==> src/rtl/etps_pkg.sv <==
// Shared constants, codes and controller/datapath interface types for the edge trace sequencer.
package etps_pkg;

   localparam int MAX_WIDTH  = 320;
   localparam int MAX_HEIGHT = 240;
   localparam int REACH      = 2;
   localparam int SPAN       = 2 * REACH + 1;
   localparam int ROW_W      = 8;
   localparam int COL_W      = 9;
   localparam int DEPTH      = MAX_WIDTH * MAX_HEIGHT;
   localparam int ADDR_W     = $clog2(DEPTH);
   localparam int NBR_W      = $clog2(SPAN + 1);
   localparam int REQ_DATA_W = 24;
   localparam int RSP_DATA_W = 24;

   typedef enum logic [1:0] {
      CMD_UP   = 2'd0,
      CMD_DOWN = 2'd1,
      CMD_HOME = 2'd2
   } cmd_type;

   typedef enum logic {
      OP_WRITE   = 1'b0,
      OP_REQUEST = 1'b1
   } op_type;

   typedef enum logic {
      CSR_WIDTH  = 1'b0,
      CSR_HEIGHT = 1'b1
   } csr_type;

   typedef enum logic [2:0] {
      PH_START    = 3'd0,
      PH_SCAN     = 3'd1,
      PH_SEARCH   = 3'd2,
      PH_FOUND    = 3'd3,
      PH_UP_EXTRA = 3'd4,
      PH_DOWN     = 3'd5,
      PH_UP_LAST  = 3'd6,
      PH_DONE     = 3'd7
   } phase_type;

   typedef enum logic [2:0] {
      CS_IDLE     = 3'd0,
      CS_DISPATCH = 3'd1,
      CS_SCAN_CHK = 3'd2,
      CS_NBR_CHK  = 3'd3,
      CS_EMIT     = 3'd4
   } ctl_state_type;

   // commands from controller to datapath
   typedef struct packed {
      logic    write_pixel;
      logic    scan_reset;
      logic    scan_next_row;
      logic    scan_read;
      logic    take_scan;
      logic    scan_advance;
      logic    nbr_read;
      logic    take_nbr;
      logic    clear_nbr;
      logic    nbr_advance;
      logic    nbr_restart;
      logic    emit_load;
      cmd_type kind;
      logic    done;
   } dp_cmd_type;

   // status from datapath to controller
   typedef struct packed {
      logic       col_end;
      logic       row_end;
      logic       pixel;
      logic       nbr_end;
      logic       nbr_row_last;
      logic [1:0] step;
      logic       out_free;
   } dp_sts_type;

endpackage

==> src/rtl/etps_ctrl.sv <==
// Trace controller: cycle sequencing and the trace phase register.
module etps_ctrl import etps_pkg::*; (
   input  logic       clock,
   input  logic       reset,
   input  logic       req_tvalid,
   output logic       req_tready,
   input  logic       req_op,
   input  dp_sts_type sts,
   output dp_cmd_type cmd
);

   ctl_state_type state_ff, state_in;
   phase_type     phase_ff, phase_in;
   cmd_type       kind_ff, kind_in;
   logic          done_ff, done_in;

   // state registers
   always_ff @(posedge clock) begin
      if (reset) begin
         state_ff <= CS_IDLE;
         phase_ff <= PH_START;
         kind_ff  <= CMD_HOME;
         done_ff  <= 1'b0;
      end else begin
         state_ff <= state_in;
         phase_ff <= phase_in;
         kind_ff  <= kind_in;
         done_ff  <= done_in;
      end
   end

   // next state and commands
   always_comb begin
      phase_type ph_nbr;
      state_in   = state_ff;
      phase_in   = phase_ff;
      kind_in    = kind_ff;
      done_in    = done_ff;
      req_tready = 1'b0;
      cmd        = '0;
      cmd.kind   = kind_ff;
      cmd.done   = done_ff;
      ph_nbr     = phase_ff;
      unique case (state_ff)
         CS_IDLE: begin
            req_tready = 1'b1;
            if (req_tvalid) begin
               if (op_type'(req_op) == OP_WRITE) begin
                  cmd.write_pixel = 1'b1;
                  if (phase_ff == PH_DONE) begin
                     phase_in = PH_START;
                  end
               end else begin
                  state_in = CS_DISPATCH;
               end
            end
         end
         CS_DISPATCH: begin
            unique case (phase_ff)
               PH_START: begin
                  cmd.scan_reset = 1'b1;
                  phase_in = PH_SCAN;
                  kind_in  = CMD_HOME;
                  done_in  = 1'b0;
                  state_in = CS_EMIT;
               end
               PH_SCAN: begin
                  if (sts.col_end) begin
                     cmd.scan_next_row = 1'b1;
                  end else if (sts.row_end) begin
                     phase_in = PH_DONE;
                     kind_in  = CMD_HOME;
                     done_in  = 1'b1;
                     state_in = CS_EMIT;
                  end else begin
                     cmd.scan_read = 1'b1;
                     state_in = CS_SCAN_CHK;
                  end
               end
               PH_SEARCH, PH_FOUND: begin
                  if (sts.nbr_end) begin
                     phase_in = PH_SCAN;
                     kind_in  = CMD_UP;
                     done_in  = 1'b0;
                     state_in = CS_EMIT;
                  end else begin
                     cmd.nbr_read = 1'b1;
                     state_in = CS_NBR_CHK;
                  end
               end
               PH_UP_EXTRA: begin
                  phase_in = PH_DOWN;
                  kind_in  = CMD_UP;
                  done_in  = 1'b0;
                  state_in = CS_EMIT;
               end
               PH_DOWN: begin
                  phase_in = PH_UP_LAST;
                  kind_in  = CMD_DOWN;
                  done_in  = 1'b0;
                  state_in = CS_EMIT;
               end
               PH_UP_LAST: begin
                  cmd.nbr_restart = 1'b1;
                  phase_in = PH_SEARCH;
                  kind_in  = CMD_UP;
                  done_in  = 1'b0;
                  state_in = CS_EMIT;
               end
               default: begin
                  kind_in  = CMD_HOME;
                  done_in  = 1'b1;
                  state_in = CS_EMIT;
               end
            endcase
         end
         CS_SCAN_CHK: begin
            cmd.scan_advance = 1'b1;
            if (sts.pixel) begin
               cmd.take_scan = 1'b1;
               phase_in = PH_SEARCH;
            end
            state_in = CS_DISPATCH;
         end
         CS_NBR_CHK: begin
            if (sts.pixel && sts.step >= 2'd2) begin
               // third step on: stroke at the new centre
               cmd.take_nbr  = 1'b1;
               cmd.clear_nbr = 1'b1;
               phase_in = (sts.step == 2'd2) ? PH_UP_EXTRA : PH_DOWN;
               kind_in  = CMD_UP;
               done_in  = 1'b0;
               state_in = CS_EMIT;
            end else begin
               if (sts.pixel) begin
                  cmd.take_nbr = 1'b1;
                  ph_nbr = PH_FOUND;
               end
               if (ph_nbr == PH_FOUND && sts.nbr_row_last) begin
                  cmd.nbr_restart = 1'b1;
                  phase_in = PH_SEARCH;
               end else begin
                  cmd.nbr_advance = 1'b1;
                  phase_in = ph_nbr;
               end
               state_in = CS_DISPATCH;
            end
         end
         CS_EMIT: begin
            if (sts.out_free) begin
               cmd.emit_load = 1'b1;
               state_in = CS_IDLE;
            end
         end
         default: begin
            state_in = CS_IDLE;
         end
      endcase
   end

endmodule

==> config.mk <==
export PLATFORM = sky130hd
export DESIGN_NAME = etps_ctrl
export DESIGN_NICKNAME = d
export VERILOG_FILES = /design/src/rtl/etps_pkg.sv /design/src/rtl/etps_ctrl.sv
export SDC_FILE = /design/constraint.sdc
export NUM_CORES = 1
export LEC_CHECK = 0
export ABC_CLOCK_PERIOD_IN_PS = 4000
export BUFFER_PORTS_ARGS = -buffer_cell sky130_fd_sc_hd__buf_2
export CAP_MARGIN = 20
export CORE_ASPECT_RATIO = 1.2
export CORE_UTILIZATION = 40
export CTS_CLUSTER_DIAMETER = 200
export DETAILED_ROUTE_END_ITERATION = 10
export HOLD_SLACK_MARGIN = 0.08
export PLACE_DENSITY = 0.71
export SLEW_MARGIN = 15
export SYNTH_ARGS = -nofsm -noshare
export SYNTH_HDL_FRONTEND = slang
export SYNTH_SLANG_ARGS = --single-unit
==> constraint.sdc <==
create_clock -name clock -period 4 [get_ports clock]
set_clock_uncertainty 0.2 [all_clocks]
set_input_delay 0.4 -clock clock [delete_from_list [all_inputs] [get_ports clock]]
set_output_delay 0.4 -clock clock [all_outputs]
set_load 0.02 [all_outputs]
==> summary.md <==
| Metric | Value |
|---|---|
| Outcome | complete, no violations |
| Comb pwr share | 0.273 |
| Data required time of the worst path | approximately 3.4 ns |
| Worst hold path stage count | 3 |
| Setup ws final | 1.38 ns |
| Final hold slack | 0.240 ns |
| Number of I/O port buffers | 27 |
| Mapped Area | between 800 and 900 um2 |
| Die Height | 53.2 um |
| Yosys reg bits | 9 |
| DP HPWL | about 1800 um |
| Clock slew at reported path FFs | roughly 0.060 ns |
| Syn. warnings | 0 |
| Fmax | approximately 0.38 GHz |
| CP Capture Type | output pin |
| Synth area leaders | dfxtp_1, a21oi_1, nor2b_1, nor2_1, clkbuf_1 |
| Initial Util | 0.427 |
| Area leader, netlist | dfxtp_1 |
| Yosys top cell area share | 0.206 |
| Core Rows | 18 |
| TritonCTS clock tree | yes |
| CP arrival | ~2.0 ns |
| Clock latency on the worst-skew pair | 0.26 ns |
| Clock tree buffer depth | 2 |
| Die Wd | roughly 45 um |
| Mapped Cells | between 100 and 150 |
| Remaining DRCs | 0 |
| Sequential power share | 0.427 |
| Slew headroom | 0.599 |
| IO Pins | 28 |
| Via/cell ratio | approximately 5.7 |
| Final Max Slew Viols | 0 |
| WHS Endpoint | state_ff[2] |
| Final period util | 0.654 |
| Wire per inst | between 10 and 15 um |
| H-tree levels | 1 |
| First DRT Iteration DRCs | 10 |
| ANT cells | 0 |
| Initial antenna violation count | 0 |
| DRT Wirelength | about 2300 um |
| Kind of critical path | reg -> out |
| Final #Nets | approximately 150 |
| Switching Fraction | 0.331 |
| Synth cell types | 47 |
| Seq/Total Area, Yosys | 0.206 |
| Worst hold path type | in -> reg |
| Int Pwr | roughly 0.16 mW |
| DR pass1 iterations | 4 |
| Worst IR Drop VDD | ~0.00010 V |
| Total CTS buffers | 3 |
| R2r startpoint | state_ff[0] |
| Setup TNS | 0 ns |
| CTS Hold Bufs | 0 |
| Vias after detailed routing | roughly 960 |
| Vias in the first global route | approximately 840 |
| Post-CTS sizing | 0 |
| Largest net degree at the start of global routing | 19 |
| Crit Path Max Fanout | 13 |
| Max-cap violations | 0 |
| First-pass GRT wire length | approximately 3700 um |
| Pwr per Cell Area | about 230 mW/mm2 |
| Hold Path Origin | sts[0] |
| Static leakage | between 0.4 and 0.5 nW |
| Dpl ws | 1.68 ns |
| CP startpoint | state_ff[0] |
| Clock network power share | 0.301 |
| Final Wtd Congestion | about 0.94 |
| Unrepaired setup endpoints after global routing | no |
| Layout cell share with drive strength beyond 1 | 0.250 |
| Cell count after placement | ~170 |
| Final setup violation count | 0 |
| Final instance area | 0.00102 mm2 |
| Worst Tran Pin Value | 0.596 ns |
| Cell Area, Placed | approximately 1000 um2 |
| Mapped Nets | ~130 |
| GRT overflow | 0 |
| Area grow syn2layout | 17.2% |
| GRT Total Usage | 0.215 |
| Clk root buf | clkbuf_4 |
| Area of the core | about 0.0020 mm2 |
| Worst R2R Path Depth | 4 |
| CTS sink cnt | 9 |
| CP startpoint kind | flop |
| Reg2reg end | phase_ff[1] |
| Worst reg2reg setup slack | roughly 1.7 ns |
| Switching pwr | approximately 0.08 mW |
| Layout Cells excl Fill | 170 |
| Post-CTS setup buffers | 0 |
| Die Area | 0.00238 mm2 |
| Fin. Hold Viols | 0 |
| Mean post-synth cell area | around 7.3 um2 |
| Period minus WS final | 2.62 ns |
| ANT nets after route | 0 |
==> logic make-up after synthesis <==
logic type	after synthesis	synth area share
AO/OA/AOI/OAI	31	0.246
AND/OR/NAND/NOR	62	0.425
XOR/XNOR	1	0.0100
buffers and inverters	13	0.0744
multiplexers	3	0.0386
flip-flops	9	0.206
==> sequential cells by signal, indices dropped and copies added (netlist names) <==
signal / cells
done_ff: 1
kind_ff: 2
phase_ff: 3
state_ff: 3
==> power by group through the flow <==
stage                     clock [mW]  combinational (mW)  sequential, mW
after floorplan                    0              0.0494          0.0991
after global placement             0              0.0648           0.103
after detailed placement           0              0.0647           0.103
after CTS                     0.0723              0.0649           0.101
after global routing          0.0781              0.0730           0.102
final                         0.0716              0.0650           0.102
==> through the flow <==
stage | power, mW | util
3_5_place_dp | 0.168 | 0.487
5_1_grt | 0.254 | 0.500
4_1_cts | 0.239 | 0.500
6_report | 0.238 | 0.500
3_3_place_gp | 0.168 | 0.487
2_1_floorplan | 0.148 | -
==> cell usage in the layout (no fill, tap or decap), drive strengths merged, types with 4 or more instances in the layout <==
cell	n
buf	27
a21oi	10
nor2	9
dfxtp	9
nand2	8
nor2b	8
nand2b	4
nor4	4
o21ai	4
clkbuf	4
==> metal layers <==
layer / track usage / share of wire
met3: 0.0137 / 0.037
met4: 0.121 / 0.025
met2: 0.353 / 0.49
met5: 0 / 0
met1: 0.273 / 0.45
==> how the worst max path moves through the flow <==
stage,endpoint,depth (start not counted)
2_1_floorplan,cmd[14],3
3_3_place_gp,cmd[8],4
3_5_place_dp,cmd[8],4
4_1_cts,cmd[8],4
5_1_grt,cmd[8],4
6_report,cmd[8],4
==> Yosys cell counts, drive strengths merged <==
cell,number
a21oi,10
dfxtp,9
nor2,9
clkbuf,8
nand2,8
nor2b,8
nand2b,4
nor4,4
o21ai,4
and2,3
mux2,3
nand3,3
nand3b,3
nor3,3
nor3b,3
o31ai,3
a21o,2
and3,2
buf,2
inv,2
nor4b,2
o2111ai,2
or2,2
or4,2
a2111oi,1
a211o,1
a221o,1
a31oi,1
and3b,1
and4b,1
clkinv,1
nand4,1
o211ai,1
o21a,1
o22a,1
o2bb2ai,1
o31a,1
o32ai,1
or2b,1
or3,1
or3b,1
xor2,1
==> critical path, cell delays in order, from the launching register on <==
cell      delay (ns)
dfxtp_1         0.53
or3b_4          0.44
or3_1           0.49
clkinv_4        0.12
buf_2           0.16
==> cell type report <==
cell class	count	area (um2)
multi-input combinational	97	629
clock buffer	4	26.3
tap	30	37.5
timing repair buffer	27	135
inverter	3	16.3
fill	216	1020
sequential	9	180
No activity file was read; power rests on OpenSTA's default activity.
